**src/sv/mrr_pkg.sv**
```systemverilog
package mrr_pkg;

    localparam logic [15:0] CRC_INIT          = 16'hFFFF;
    localparam logic [15:0] CRC_POLY          = 16'hA001;
    localparam logic [7:0]  FUNC_READ_HOLDING = 8'h03;
    localparam logic [15:0] REG_COUNT         = 16'h0001;
    localparam logic [2:0]  RESP_LEN          = 3'd7;
    localparam logic [2:0]  RESP_DATA_HI      = 3'd3;
    localparam logic [2:0]  RESP_DATA_LO      = 3'd4;
    localparam logic [2:0]  RESP_CRC_LO       = 3'd5;
    localparam logic [2:0]  REQ_LAST          = 3'd7;
    localparam logic [7:0]  SLAVE_ADDR_RESET  = 8'd1;
    localparam logic [15:0] TIMEOUT_RESET     = 16'd300;
    localparam logic [15:0] ELAPSED_MAX       = 16'hFFFF;

    typedef enum logic [1:0] {
        OP_START   = 2'd0,
        OP_RX_BYTE = 2'd1,
        OP_TICK    = 2'd2
    } t_opcode;

    typedef enum logic [1:0] {
        ST_OK      = 2'd0,
        ST_TIMEOUT = 2'd1,
        ST_CRC_ERR = 2'd2
    } t_status;

    typedef enum logic {
        KIND_TX_BYTE = 1'b0,
        KIND_REPORT  = 1'b1
    } t_kind;

    typedef enum logic {
        CFG_SLAVE_ADDRESS = 1'b0,
        CFG_TIMEOUT_TICKS = 1'b1
    } t_cfg_index;

    typedef struct packed {
        t_kind       kind;
        logic [7:0]  slave;
        logic [15:0] reg_addr;
        logic [15:0] value;
        t_status     status;
    } t_req;

    typedef struct packed {
        logic full;
        logic done;
    } t_seq_stat;

    function automatic logic [15:0] crc_feed(input logic [15:0] crc_in, input logic [7:0] data);
        logic [15:0] crc;
        crc = crc_in ^ {8'h00, data};
        for (int k = 0; k < 8; k++) begin
            if (crc[0]) begin
                crc = (crc >> 1) ^ CRC_POLY;
            end else begin
                crc = crc >> 1;
            end
        end
        return crc;
    endfunction

endpackage

```
**src/sv/mrr_tx_seq.sv**
```systemverilog
module mrr_tx_seq (
    input  logic               i_clk,
    input  logic               i_rst_n,
    input  logic               i_load,
    input  mrr_pkg::t_req      i_req,
    output mrr_pkg::t_seq_stat o_stat,
    output logic               o_m_axis_tvalid,
    input  logic               i_m_axis_tready,
    output logic [31:0]        o_m_axis_tdata,  // tx_byte[7:0], reg_value[23:8], status[25:24]
    output logic               o_m_axis_tuser,  // kind
    output logic               o_m_axis_tlast
);
    import mrr_pkg::*;

    logic        r_pvalid;
    t_req        r_p;
    logic [2:0]  r_cnt;
    logic [15:0] r_tx_crc;
    logic        r_ovalid;
    logic [31:0] r_odata;
    logic        r_ouser;
    logic        r_olast;

    logic        w_out_free;
    logic        w_emit;
    logic        w_done;
    logic [7:0]  w_byte;
    logic [15:0] w_crc_base;
    logic        w_report;

    assign w_report   = (r_p.kind == KIND_REPORT);
    assign w_out_free = !r_ovalid || i_m_axis_tready;
    assign w_emit     = r_pvalid && w_out_free;
    assign w_done     = w_emit && (w_report || (r_cnt == REQ_LAST));
    assign w_crc_base = (r_cnt == 3'd0) ? CRC_INIT : r_tx_crc;

    always_comb begin
        unique case (r_cnt)
            3'd0: w_byte = r_p.slave;
            3'd1: w_byte = FUNC_READ_HOLDING;
            3'd2: w_byte = r_p.reg_addr[15:8];
            3'd3: w_byte = r_p.reg_addr[7:0];
            3'd4: w_byte = REG_COUNT[15:8];
            3'd5: w_byte = REG_COUNT[7:0];
            3'd6: w_byte = r_tx_crc[7:0];
            3'd7: w_byte = r_tx_crc[15:8];
            default: w_byte = 8'h00;
        endcase
    end

    always_ff @(posedge i_clk) begin
        if (!i_rst_n) begin
            r_pvalid <= 1'b0;
            r_cnt    <= 3'd0;
            r_ovalid <= 1'b0;
        end else begin
            if (w_emit) begin
                r_ovalid <= 1'b1;
            end else if (i_m_axis_tready) begin
                r_ovalid <= 1'b0;
            end
            if (w_emit && !w_report) begin
                r_cnt <= r_cnt + 3'd1;
            end
            if (w_done) begin
                r_pvalid <= 1'b0;
            end
            if (i_load) begin
                r_pvalid <= 1'b1;
            end
        end
    end

    always_ff @(posedge i_clk) begin
        if (i_load) begin
            r_p <= i_req;
        end
        if (w_emit) begin
            if (w_report) begin
                r_odata <= {6'd0, r_p.status, r_p.value, 8'h00};
                r_ouser <= KIND_REPORT;
                r_olast <= 1'b1;
            end else begin
                r_odata <= {6'd0, ST_OK, 16'h0000, w_byte};
                r_ouser <= KIND_TX_BYTE;
                r_olast <= (r_cnt == REQ_LAST);
                if (r_cnt < 3'd6) begin
                    r_tx_crc <= crc_feed(w_crc_base, w_byte);
                end
            end
        end
    end

    assign o_stat.full     = r_pvalid;
    assign o_stat.done     = w_done;
    assign o_m_axis_tvalid = r_ovalid;
    assign o_m_axis_tdata  = r_odata;
    assign o_m_axis_tuser  = r_ouser;
    assign o_m_axis_tlast  = r_olast;

endmodule

```
**src/sv/modbus_rtu_register_read_master.sv**
```systemverilog
// Modbus RTU master for a single holding-register read. Input items carry an
// opcode in tuser (start, received byte, millisecond tick). A start while idle
// queues the 8-byte request (slave address, 0x03, register address, count 1,
// CRC low then high), which leaves the result channel one byte per cycle while
// the result side accepts; the request CRC is built byte by byte in the emitter;
// inputs stall after a start until the last request byte moves to the output
// register, and longer while the result side stalls. Received bytes and ticks
// are taken one per cycle; the seventh response byte or a timeout produces one
// completion report (tuser 1, tlast 1) carrying the register value and status.
// Transaction state updates when an item transfers; its report goes to the
// emitter, then to the output register, and a waiting report holds the input
// only while the output register ahead of it still holds an unsent result.
module modbus_rtu_register_read_master (
    input  logic        i_clk,
    input  logic        i_rst_n,
    input  logic        i_cfg_valid,
    output logic        o_cfg_ready,
    input  logic        i_cfg_index,
    input  logic [15:0] i_cfg_data,
    input  logic        i_s_axis_tvalid,
    output logic        o_s_axis_tready,
    input  logic [23:0] i_s_axis_tdata,   // reg_address[15:0], rx_byte[23:16]
    input  logic [1:0]  i_s_axis_tuser,   // opcode
    output logic        o_m_axis_tvalid,
    input  logic        i_m_axis_tready,
    output logic [31:0] o_m_axis_tdata,   // tx_byte[7:0], reg_value[23:8], status[25:24]
    output logic        o_m_axis_tuser,   // kind
    output logic        o_m_axis_tlast
);
    import mrr_pkg::*;

    logic [7:0]  r_slave_addr;
    logic [15:0] r_timeout;
    logic        r_busy;
    logic [2:0]  r_rx_count;
    logic [15:0] r_crc;
    logic [15:0] r_data_word;
    logic [7:0]  r_crc_low;
    logic [15:0] r_elapsed;

    logic        n_busy;
    logic [2:0]  n_rx_count;
    logic [15:0] n_crc;
    logic [15:0] n_data_word;
    logic [7:0]  n_crc_low;
    logic [15:0] n_elapsed;

    logic        w_accept;
    logic        w_load;
    t_req        w_req;
    t_seq_stat   w_stat;
    t_opcode     w_op;
    logic [15:0] w_reg_addr;
    logic [7:0]  w_rx;
    logic [2:0]  w_cnt_inc;
    logic        w_crc_ok;

    assign o_cfg_ready     = 1'b1;
    assign o_s_axis_tready = !w_stat.full || w_stat.done;
    assign w_accept        = i_s_axis_tvalid && o_s_axis_tready;
    assign w_op            = t_opcode'(i_s_axis_tuser);
    assign w_reg_addr      = i_s_axis_tdata[15:0];
    assign w_rx            = i_s_axis_tdata[23:16];
    assign w_cnt_inc       = r_rx_count + 3'd1;
    assign w_crc_ok        = (r_crc_low == r_crc[7:0]) && (w_rx == r_crc[15:8]);

    always_comb begin
        n_busy         = r_busy;
        n_rx_count     = r_rx_count;
        n_crc          = r_crc;
        n_data_word    = r_data_word;
        n_crc_low      = r_crc_low;
        n_elapsed      = r_elapsed;
        w_load         = 1'b0;
        w_req.kind     = KIND_REPORT;
        w_req.slave    = r_slave_addr;
        w_req.reg_addr = w_reg_addr;
        w_req.value    = 16'h0000;
        w_req.status   = ST_OK;
        if (w_accept) begin
            unique case (w_op)
                OP_START: begin
                    if (!r_busy) begin
                        w_load      = 1'b1;
                        w_req.kind  = KIND_TX_BYTE;
                        n_busy      = 1'b1;
                        n_rx_count  = 3'd0;
                        n_crc       = CRC_INIT;
                        n_data_word = 16'h0000;
                        n_crc_low   = 8'h00;
                        n_elapsed   = 16'h0000;
                    end
                end
                OP_RX_BYTE: begin
                    if (r_busy) begin
                        if (r_rx_count < RESP_CRC_LO) begin
                            n_crc = crc_feed(r_crc, w_rx);
                        end
                        if (r_rx_count == RESP_DATA_HI) begin
                            n_data_word = {w_rx, r_data_word[7:0]};
                        end else if (r_rx_count == RESP_DATA_LO) begin
                            n_data_word = {r_data_word[15:8], w_rx};
                        end else if (r_rx_count == RESP_CRC_LO) begin
                            n_crc_low = w_rx;
                        end
                        n_rx_count = w_cnt_inc;
                        if (w_cnt_inc == RESP_LEN) begin
                            w_load       = 1'b1;
                            w_req.value  = w_crc_ok ? r_data_word : 16'h0000;
                            w_req.status = w_crc_ok ? ST_OK : ST_CRC_ERR;
                            n_busy       = 1'b0;
                            n_rx_count   = 3'd0;
                        end
                    end
                end
                OP_TICK: begin
                    if (r_busy) begin
                        if (r_elapsed != ELAPSED_MAX) begin
                            n_elapsed = r_elapsed + 16'd1;
                        end
                        if (n_elapsed >= r_timeout) begin
                            w_load       = 1'b1;
                            w_req.status = ST_TIMEOUT;
                            n_busy       = 1'b0;
                            n_rx_count   = 3'd0;
                        end
                    end
                end
                default: begin
                end
            endcase
        end
    end

    always_ff @(posedge i_clk) begin
        if (!i_rst_n) begin
            r_slave_addr <= SLAVE_ADDR_RESET;
            r_timeout    <= TIMEOUT_RESET;
            r_busy       <= 1'b0;
            r_rx_count   <= 3'd0;
            r_crc        <= CRC_INIT;
            r_data_word  <= 16'h0000;
            r_crc_low    <= 8'h00;
            r_elapsed    <= 16'h0000;
        end else begin
            if (i_cfg_valid && o_cfg_ready) begin
                unique case (t_cfg_index'(i_cfg_index))
                    CFG_SLAVE_ADDRESS: r_slave_addr <= i_cfg_data[7:0];
                    CFG_TIMEOUT_TICKS: r_timeout    <= i_cfg_data;
                    default: begin
                    end
                endcase
            end
            r_busy      <= n_busy;
            r_rx_count  <= n_rx_count;
            r_crc       <= n_crc;
            r_data_word <= n_data_word;
            r_crc_low   <= n_crc_low;
            r_elapsed   <= n_elapsed;
        end
    end

    mrr_tx_seq u_tx_seq (
        .i_clk           (i_clk),
        .i_rst_n         (i_rst_n),
        .i_load          (w_load),
        .i_req           (w_req),
        .o_stat          (w_stat),
        .o_m_axis_tvalid (o_m_axis_tvalid),
        .i_m_axis_tready (i_m_axis_tready),
        .o_m_axis_tdata  (o_m_axis_tdata),
        .o_m_axis_tuser  (o_m_axis_tuser),
        .o_m_axis_tlast  (o_m_axis_tlast)
    );

    a_report_last: assert property (@(posedge i_clk) disable iff (!i_rst_n)
        o_m_axis_tvalid && o_m_axis_tuser |-> o_m_axis_tlast)
        else $error("completion report without tlast");

    a_tx_byte_clean: assert property (@(posedge i_clk) disable iff (!i_rst_n)
        o_m_axis_tvalid && !o_m_axis_tuser |-> o_m_axis_tdata[31:8] == 24'h0)
        else $error("request byte carries value or status");

    a_start_busy: assert property (@(posedge i_clk) disable iff (!i_rst_n)
        w_accept && (w_op == OP_START) && !r_busy |=> r_busy)
        else $error("start while idle did not open a transaction");

    a_rx_count_range: assert property (@(posedge i_clk) disable iff (!i_rst_n)
        r_rx_count != RESP_LEN)
        else $error("response byte count overran");

endmodule

```
**config.mk**
```make
export PLATFORM = sky130hd
export DESIGN_NAME = modbus_rtu_register_read_master
export DESIGN_NICKNAME = d
export VERILOG_FILES = /design/src/sv/mrr_pkg.sv /design/src/sv/mrr_tx_seq.sv /design/src/sv/modbus_rtu_register_read_master.sv
export SDC_FILE = /design/constraint.sdc
export NUM_CORES = 1
export LEC_CHECK = 0
export BUFFER_PORTS_ARGS = -buffer_cell sky130_fd_sc_hd__buf_4
export CAP_MARGIN = 20
export CORE_MARGIN = 3
export CORE_UTILIZATION = 40
export DETAILED_ROUTE_END_ITERATION = 10
export PLACE_DENSITY = 0.58
export SYNTH_ARGS = -nofsm -noshare
export SYNTH_HDL_FRONTEND = slang
export SYNTH_HIERARCHICAL = 1
export SYNTH_SLANG_ARGS = --single-unit
export TNS_END_PERCENT = 50
```
**constraint.sdc**
```tcl
create_clock -name i_clk -period 8.5 [get_ports i_clk]
set_clock_uncertainty 0.1 [all_clocks]
set_input_delay 1.7 -clock i_clk [delete_from_list [all_inputs] [get_ports i_clk]]
set_output_delay 1.7 -clock i_clk [all_outputs]
set_load 0.02 [all_outputs]
```
* Word level (Yosys, flattened, before mapping)
Cells that the tools add are included.
** Storage, ports and cells
- Word-level logic and storage cells :: 224
- Input port bits :: 48
- Register bits after elaboration :: 182
- Output and inout bits :: 37
** Operators by class
- Add/sub/neg operators :: 3
- Order comparisons :: 3
- Bitwise operators :: 20
- Reduce and logical (&&, ||, !) cells :: 30
- Eq/ne operators :: 26
- Muxes and demuxes :: 118
** Operators by type and width (count)
- 16-bit 2-to-1 mux :: 76
- 16-bit one-hot mux with 2 select lines :: 3
- 8-bit one-hot mux with 8 select lines :: 1
- 8-bit 2-to-1 mux :: 6
- 2-bit inverter with 3-bit output :: 16
- 16-bit by 8-bit XOR with 16-bit output :: 2
- 3-bit equality test, second input constant :: 7
- 2-bit inequality test, second input constant :: 10
- 1-bit 2-to-1 mux :: 17
- 16-bit by 1-bit adder with 16-bit output, second input constant :: 1
- 8-bit equality test :: 2
- 16-bit greater-or-equal comparator :: 1
- 16-bit inequality test, second input constant :: 1
- 8-bit one-hot mux with 2 select lines :: 1
- 3-bit 2-to-1 mux :: 5
- 5-bit AND reduction :: 3
- 14-bit 2-to-1 mux :: 1
- 6-bit AND reduction :: 2
- 3-bit by 2-bit equality test with 1-bit output, second input constant :: 3
- 3-bit one-hot mux with 3 select lines :: 1
- 2-bit 2-to-1 mux :: 4
- 2-bit AND reduction :: 4
- 2-bit nonzero test :: 4
- 7-bit AND reduction :: 1
- other kinds (16) :: 28

* Depth between registers and ports, before layout
Gate-level depths: netlist of run 1.
- Depth after elaboration :: 48
- Mapped depth :: 15
- Gate-level depth less buffers :: 15

* By module
Netlist of run 1, hierarchy kept.
** By module, submodules not included
- modbus_rtu_register_read_master :: cells an instance 588, seq. area each 1681.6 um2, area an instance 4738.3 um2, instances 1
- mrr_tx_seq :: cells an instance 253, seq. area each 2712.6 um2, area an instance 3965.1 um2, instances 1

* Worst setup path before layout of run 1
OpenSTA, ideal clock, no wires.
- Kind :: input port to flip-flop
- Start point :: in i_m_axis_tready
- End point :: reg u_tx_seq/r_p[0] (netlist name) (enable)
- Stages :: 8
- Path slack :: 1932 ps
- Data arrival time :: 5956 ps
- Required time :: 7888 ps
- Buffers on the path :: 1
- Setup time :: 512 ps
- Cell sequence :: nor2b_1 > nand2b_1 > nor2b_1 > buf_4 > nand2b_1 > nand2_1 > nor2_1 > a21boi_0
** Between the ends
- Longest elaborated chain between the ends :: 6
** RTL lines
- start, declared :: RTL line modbus_rtu_register_read_master.sv:25 : input logic i_m_axis_tready,
- 1-bit logical OR :: RTL line mrr_tx_seq.sv:32 : assign w_out_free = !r_ovalid || i_m_axis_tready;
- 1-bit logical AND :: RTL line mrr_tx_seq.sv:33 : assign w_emit = r_pvalid && w_out_free;
- 1-bit logical AND :: RTL line mrr_tx_seq.sv:34 : assign w_done = w_emit && (w_report || (r_cnt == REQ_LAST));
- net u_tx_seq.w_done :: RTL line mrr_tx_seq.sv:26 : logic w_done;
- 1-bit logical OR :: RTL line modbus_rtu_register_read_master.sv:59 : assign o_s_axis_tready = !w_stat.full || w_stat.done;
- net o_s_axis_tready :: RTL line modbus_rtu_register_read_master.sv:21 : output logic o_s_axis_tready,
- 1-bit logical AND :: RTL line modbus_rtu_register_read_master.sv:60 : assign w_accept = i_s_axis_tvalid && o_s_axis_tready;
- 1-bit 2-to-1 mux :: RTL line modbus_rtu_register_read_master.sv:80 : if (w_accept) begin
- net w_load :: RTL line modbus_rtu_register_read_master.sv:49 : logic w_load;
- end signal, assigned :: RTL line mrr_tx_seq.sv:76 : r_p <= i_req;
- end, declared :: RTL line mrr_tx_seq.sv:16 : t_req r_p;
The timed path passes the listed nets, and every way through them passes these cells.
A chain may end at the register's enable or synchronous reset.

* Final worst setup path of run 1
- Start point :: reg r_elapsed[0]
- End point :: reg u_tx_seq/r_p[2] (netlist name) (enable)
** Between the ends
- Longest elaborated chain between the ends :: 10
- Elaborated cells between the ends (all ways) :: 11
- Classes of those cells :: add/sub: 1; order compare: 1; eq/ne: 1; mux: 8
** RTL lines
- start, declared :: RTL line modbus_rtu_register_read_master.sv:39 : logic [15:0] r_elapsed;
- start signal, assigned :: RTL line modbus_rtu_register_read_master.sv:159 : r_elapsed <= n_elapsed;
- 16-bit by 1-bit adder with 16-bit output or 16-bit inequality test (tied branches) :: RTL line modbus_rtu_register_read_master.sv:119, modbus_rtu_register_read_master.sv:118
- 16-bit 2-to-1 mux (*) :: RTL line modbus_rtu_register_read_master.sv:118 : if (r_elapsed != ELAPSED_MAX) begin
- 16-bit 2-to-1 mux (*) :: RTL line modbus_rtu_register_read_master.sv:117 : if (r_busy) begin
- 16-bit 2-to-1 mux (*) :: RTL line modbus_rtu_register_read_master.sv:81 : unique case (w_op)
- 16-bit 2-to-1 mux (*) :: RTL line modbus_rtu_register_read_master.sv:80
- 16-bit greater-or-equal comparator (*) :: RTL line modbus_rtu_register_read_master.sv:121 : if (n_elapsed >= r_timeout) begin
- 1-bit 2-to-1 mux (*) :: RTL line modbus_rtu_register_read_master.sv:121
- 1-bit 2-to-1 mux (*) :: RTL line modbus_rtu_register_read_master.sv:117
- 1-bit one-hot mux with 3 select lines (*) :: RTL line modbus_rtu_register_read_master.sv:81
- 1-bit 2-to-1 mux (*) :: RTL line modbus_rtu_register_read_master.sv:80
- net w_load :: RTL line modbus_rtu_register_read_master.sv:49
The timed path passes the listed nets; every way through them passes the cells marked *. The select of a mux whose other input is x is not followed.

==> flow_summary.toml, run 1 <==
[critical_path]
slowest_delay_ns = 0.65
cp-start-kind = "flip-flop"
cpMaxStageDelayCell = "a21boi_4"
r2r_start = "r_elapsed[0]"
worstSetupEndpointType = "flip-flop"
path_max_fanout = 24
cp_cell_sequence = "ha_1 -> nand4_1 -> nor4_4 -> nor2_1 -> nand3_1 -> xnor2_1 -> ha_1 -> and4_1 -> a221oi_1 -> o21a_1 -> o21ai_0 -> nand3_1 -> a21boi_4 -> buf_4"
cp_data_required_time_ns = 8.51
r2r_slack_ns = 3.92
criticalPathCategory = "flip-flop to flip-flop"
ff2ff_path_depth = 14
path_delay_family = "simple AND/OR/NAND/NOR gates"
regToRegEndpoint = "u_tx_seq/r_p[2]"
crit_buf_inv = 1
worstPathArrival_ns = 4.59

[clock_network]
holdBufCountCts = 0
clkTransAtPathRegs_ns = 0.07
cts_max_path_buffers = 2
numCtsBuffers = 17
htree_levels = 4
clock_latency_ns = 0.43
cts_tree = "yes"
cts_setup_buffers = 0
numClockSinks = 176
post_cts_resized = 0
ctsRootBufferMaster = "clkbuf_16"

[global_routing]
overflow = 0
grt_pass1_vias = 5729
grt_usage = 0.1515
grt_max_degree = 98
antenna_found_initial = 0
grt_first_pass_wirelength_um = 29080

[drt]
drt-wirelength-per-cell_um = 14.79
vias = 5874
drc = 0
dr.pass1.iters = 4
drtAntennaViolNets = 0
drt_iter0_drc = 346
wl_um = 17600
vias_per_cell = 4.936

[die]
start_util = 0.4101
core_mm2 = 0.02122
rows = 53
fp.dieW_um = 153.5
ioPinCount = 85
die_y_um = 153.5
die-area_mm2 = 0.02356

[final_layout]
nFillCells = 1980
postLayoutCoreUtil = 0.4758
layout-drive-gt1-share = 0.1541
postLayoutCellArea_mm2 = 0.01010
antennaDiodeCount = 0
syn2layout_area_growth_pct = 16.02
nNetsFinal = 982

[hold_path]
whs_endpoint = "u_tx_seq/r_p[34]"
hold_depth = 0
min_from = "r_slave_addr[0]"
hold_class = "flip-flop to flip-flop"

[synthesis]
ys_async_sr_fraction = 0
synth.most_common_cell = "nand2_1"
syn-instance-count = 841
synth_commonest_cells = "nand2_1 (116), dfxtp_1 (89), edfxtp_1 (87)"
ys_seq_area_frac = 0.5049
ys.flop_type = "dfxtp_1"
avgSynthCellArea_um2 = 10.35
ys_types = 63
yosysWarnings = 6
synthesis.area_mm2 = 0.008703
synth_top_cell_by_area = "edfxtp_1"
netlist_top_cells_area = "edfxtp_1 (30%), dfxtp_1 (20%), nand2_1 (5.0%)"
netlist.area_leader.share = 0.3002
synth_edf_count = 87
ys_ff_latch = 176

[timing]
setup_violations = 0
min_period_over_period = 0.5387
rsz0062_at_grt = "no"
hold_violations = 0
relSlewSlack = 0.4059
timing.hold.ws_ns = 0.3308
fin_tns_setup_ns = 0
fmax_mhz = 218.4
min_period_ns = 4.579
worst_pin_slew_ns = 0.8911
slew_violations = 0

[placement]
place.gp.congestion = 0.8052
io_buffers = 77
dp_hpwl_um = 12330
placed_area_mm2 = 0.009478

[run_status]
status = "completed"

[power_and_ir_drop]
power_density_mw_per_mm2 = 185.1
p_leak_nw = 3.740
peakVddDrop_mv = 0.1268

[run]
drv_cap = 0
## cell type report
| type | instances | area [µm²] | area share |
|---|---|---|---|
| Sequential cell | 176 | 4394 | 0.4352 |
| Multi-Input combinational cell | 593 | 4004 | 0.3965 |
| Timing Repair Buffer | 84 | 650.6 | 0.06444 |
| Clock buffer | 17 | 425.4 | 0.04213 |
| Tap cell | 275 | 344.1 | 0.03408 |
| Clock inverter | 15 | 166.4 | 0.01648 |
| Inverter | 30 | 112.6 | 0.01115 |
## layout by cell type (no fill, tap or decap), types with 10 or more instances in the layout
cell       count
nand2_1      116
dfxtp_1       89
edfxtp_1      87
buf_4         83
and2_1        46
nor2_1        40
xnor2_1       40
nor2b_1       34
ha_1          32
inv_1         30
o21ai_0       30
xor2_1        27
a21oi_1       23
a21boi_0      22
nand3_1       19
clkbuf_16     17
nor3_1        16
mux2i_1       12
nand4_1       10
a21o_1        10
## sequential cells by signal (all words and copies together) (netlist names)
register                  flops
u_tx_seq/r_pvalid             1
u_tx_seq/o_m_axis_tvalid      1
u_tx_seq/r_tx_crc            16
u_tx_seq/w_report             1
r_rx_count                    3
u_tx_seq/o_m_axis_tuser       1
r_timeout                    16
r_data_word                  16
r_slave_addr                  8
u_tx_seq/o_m_axis_tlast       1
u_tx_seq/o_m_axis_tdata      26
r_crc                        16
r_busy                        1
r_crc_low                     8
r_elapsed                    16
u_tx_seq/r_p                 42
u_tx_seq/r_cnt                3
## worst reg2reg max path: stages, from the launching register on
cell,delay [ns]
dfxtp_1,0.43
ha_1,0.25
nand4_1,0.27
nor4_4,0.47
nor2_1,0.19
nand3_1,0.17
xnor2_1,0.08
ha_1,0.29
and4_1,0.18
a221oi_1,0.09
o21a_1,0.21
o21ai_0,0.26
nand3_1,0.19
a21boi_4,0.66
buf_4,0.42
## routing by layer
metal	vias up	wire length, µm	track usage
met5	-	0	0
met4	0	207	0.04542
met3	15	822	0.03265
met2	107	8047	0.2381
met1	2735	8527	0.2116
li1	3017	-	-
## cells by family (layout without fill, tap and decap cells)
family,count (synthesis),count (layout),synth area share
simple gates,321,321,0.1882
mux,17,17,0.02444
compound gates,140,140,0.1074
xor+xnor,76,76,0.08841
flops,176,176,0.5049
fa+ha+maj,32,32,0.04600
buf+inv,77,146,0.03982
other cells,2,7,0.0008629
## worst max-delay path by stage
stage,start,to,slack (ns),cells after the start
floorplan,i_m_axis_tready,u_tx_seq/r_p[0],1.93,8
global placement,i_s_axis_tuser[0],r_elapsed[8],4.05,10
detailed placement,r_elapsed[0],u_tx_seq/r_p[16],3.90,14
CTS,r_elapsed[0],u_tx_seq/r_p[2],3.88,14
global route,r_elapsed[5],u_tx_seq/r_p[2],3.47,15
finish,r_elapsed[0],u_tx_seq/r_p[2],3.92,14
## power breakdown
group	switching, mW	internal (mW)
logic	0.0886	0.0756
registers	0.0110	0.912
clock network	0.364	0.418
## per-stage QoR
step	instances	setup slack, ns	total power [mW]
floorplan	846	1.932	1.057
global placement	1157	4.048	1.105
detailed placement	1157	3.898	1.107
CTS	1189	3.881	1.895
global route	1190	3.469	1.949
finish	1190	3.921	1.869
(Power assumes the default switching activity.)
==> run 2, diff against run 1 <==
- ABC_AREA: not set -> 1
- clock period: 8.5 -> 4.45 ns (I/O delays scaled with it)
==> run 2 against run 1 <==
Net effect:
- maximum frequency increased by 22%
- die area increased by 2.2%
- worst hold slack improved by 0.029 ns
- power rose by 100%
- register-to-register slack worse by 3.2 ns
- sequential cell count unchanged
- sequential share of layout area decreased by 1.1 points
- wire length increased by 15%
- first-iteration DRC count rose by 30%
- non-clock buffer count rose by 2
- final cell count grew 19%
- largest cell class unchanged
- highest routed layer unchanged
==> flow_summary.toml, run 2 <==
[final_layout]
regMostFlops = "u_tx_seq/r_p"
layout-drive-gt1-share = 0.1665
final_cells = 1416
syn2layout_area_growth_pct = 16.25
final_cell_mix = "nand2_1 (245), inv_1 (120), dfxtp_1 (89)"
nNetsFinal = 1208
antennaDiodeCount = 0
nFillCells = 2078
layout_commonest_cell = "nand2_1"
postLayoutCellArea_mm2 = 0.01035
largest_reg_flops = 42

[timing]
fmax_mhz = 266.9
setup_violations = 0
rsz0062_at_grt = "no"
setup_ws_ns = 0.7032
min_period_over_period = 0.8420
timing.hold.ws_ns = 0.3598
relSlewSlack = 0.4734
hold_violations = 0
worst_pin_slew_ns = 0.7876
slew_violations = 0
min_period_ns = 3.747
fin_tns_setup_ns = 0

[synthesis]
avgSynthCellArea_um2 = 8.442
synthesis.area_mm2 = 0.008906
syn-instance-count = 1055
synth_commonest_cells = "nand2_1 (245), inv_1 (120), dfxtp_1 (89)"
ys_ff_latch = 176
netlist.area_leader.share = 0.2933
synth_top_cell_by_area = "edfxtp_1"
synth.most_common_cell = "nand2_1"
netlist_top_cells_area = "edfxtp_1 (29%), dfxtp_1 (20%), nand2_1 (10%)"
ys_types = 41
ys.flop_type = "dfxtp_1"
ys_seq_area_frac = 0.4934
ys_async_sr_fraction = 0
yosysWarnings = 6
synth_edf_count = 87

[power_and_ir_drop]
switching_share = 0.2687
p_clk_frac = 0.410
peakVddDrop_mv = 0.2119
p_leak_nw = 4.497
seqPwrFrac = 0.472
p_comb_frac = 0.118
p_switching_mw = 1.021
p_int_mw = 2.779
power_density_mw_per_mm2 = 367.0

[drt]
vias = 6886
dr.pass1.iters = 5
drt_iter0_drc = 451
drc = 0
drt-wirelength-per-cell_um = 14.35
drtAntennaViolNets = 0
wl_um = 20320
vias_per_cell = 4.863

[critical_path]
cp_data_required_time_ns = 4.42
crit_start = "r_elapsed[0]"
worstPathArrival_ns = 3.71
cp_cell_sequence = "ha_1 -> inv_2 -> nor3_4 -> nand4_2 -> nor2_2 -> nand2_1 -> inv_2 -> nor2_1 -> xor2_1 -> ha_1 -> nand2_1 -> nor3_1 -> nand3_1 -> nand3_1 -> nand3_1 -> a21boi_4 -> buf_4"
path_delay_family = "simple AND/OR/NAND/NOR gates"
worstSetupEndpointType = "flip-flop"
slowest_delay_ns = 0.48
cp-start-kind = "flip-flop"
crit_cells = 17
criticalPathCategory = "flip-flop to flip-flop"
crit_top_cell = "nand3_1"
crit_buf_inv = 3
cpMaxStageDelayCell = "buf_4"
path_max_fanout = 44
ff2ff_path_depth = 17
r2r_start = "r_elapsed[0]"

[global_routing]
grt_first_pass_wirelength_um = 33330
grt_usage = 0.1727
overflow = 0
grt_pass1_vias = 6618
antenna_found_initial = 0
grt_max_degree = 51

[die]
fp.dieW_um = 155.2
start_util = 0.4158
die-area_mm2 = 0.02409
rows = 53
die_y_um = 155.2
core_mm2 = 0.02142
ioPinCount = 85

[clock_network]
cts_tree = "yes"
post_cts_resized = 0
clock_latency_ns = 0.43
holdBufCountCts = 0
cts_setup_buffers = 0
htree_levels = 4
cts_max_path_buffers = 2
numClockSinks = 176
clkTransAtPathRegs_ns = 0.07
ctsRootBufferMaster = "clkbuf_16"
numCtsBuffers = 17

[placement]
place.gp.congestion = 0.8370
dp_hpwl_um = 14810
io_buffers = 77
place_ws_ns = 0.6782
placedCellCount = 1384
placed_area_mm2 = 0.009738

[hold_path]
hold_class = "flip-flop to flip-flop"
hold_depth = 2
min_from = "r_data_word[12]"

[run]
drv_cap = 0

[run_status]
status = "completed"
[run 2: changes by cell type after synthesis, sizes merged, moves of 16 or more]
cell    before  now
nand3       20   79
mux2i       16    0
a21boi      23    1
nor3b        1   17
inv         30  141
a21oi       23   87
o21ai       32   61
nand2      117  259
nor2b       34    0
and2        47    0
nor2        40   65
xnor2       41   14
[run 2: cells by family (layout without fill, tap and decap cells)]
logic type	Yosys count	count (layout)	synth area share
AO/OA/AOI/OAI	174	174	0.1058
XOR/XNOR	33	33	0.03330
adder cells (fa/ha/maj)	32	32	0.04496
buffers and inverters	180	261	0.08134
flip-flops	176	176	0.4934
other	2	7	0.0008432
AND/OR/NAND/NOR	458	458	0.2404
[run 2: path summary, 6_finish.rpt]
path                 endpoint  slack, ns
min           r_data_word[12]       0.36
max          u_tx_seq/r_p[35]       0.70
min reg2reg   r_data_word[12]       0.36
max reg2reg  u_tx_seq/r_p[35]       0.70
[run 2: power by group through the flow]
stage,Combinational [mW],Clock [mW],Sequential [mW]
floorplan,0.314,0,1.83
global placement,0.446,0,1.83
detailed placement,0.448,0,1.83
CTS,0.452,1.60,1.79
global route,0.511,1.67,1.80
finish,0.449,1.56,1.79
[run 2: metal layers]
layer  GRT usage  vias to the layer above  routed length, µm
li1            -                     3619                  -
met1      0.2426                     3132               9957
met2      0.2758                      124               9193
met3     0.03727                       11               1023
met4     0.03877                        0                148
met5           0                        -                  0
[run 2: metrics by stage]
stage	total power, mW	util
final	3.800	0.4834
after global routing	3.979	0.4834
after CTS	3.846	0.4834
after detailed placement	2.278	0.4546
after global placement	2.276	0.4546
after floorplan	2.143	-
[run 2: cell type report]
cell class | instances | area (µm²) | area share
timing repair buffer | 86 | 645.6 | 0.06236
sequential | 176 | 4394 | 0.4244
clock buffer | 17 | 425.4 | 0.04109
clock inverter | 15 | 190.2 | 0.01837
inverter | 143 | 536.8 | 0.05184
multi-input combinational | 704 | 3817 | 0.3687
tap | 275 | 344.1 | 0.03323
[run 2: tightest hold or removal path: cells and delay by family (launching register included)]
family	cells	cell delay, ns
compound gates	1	0.05
flops	1	0.31
simple gates	1	0.06
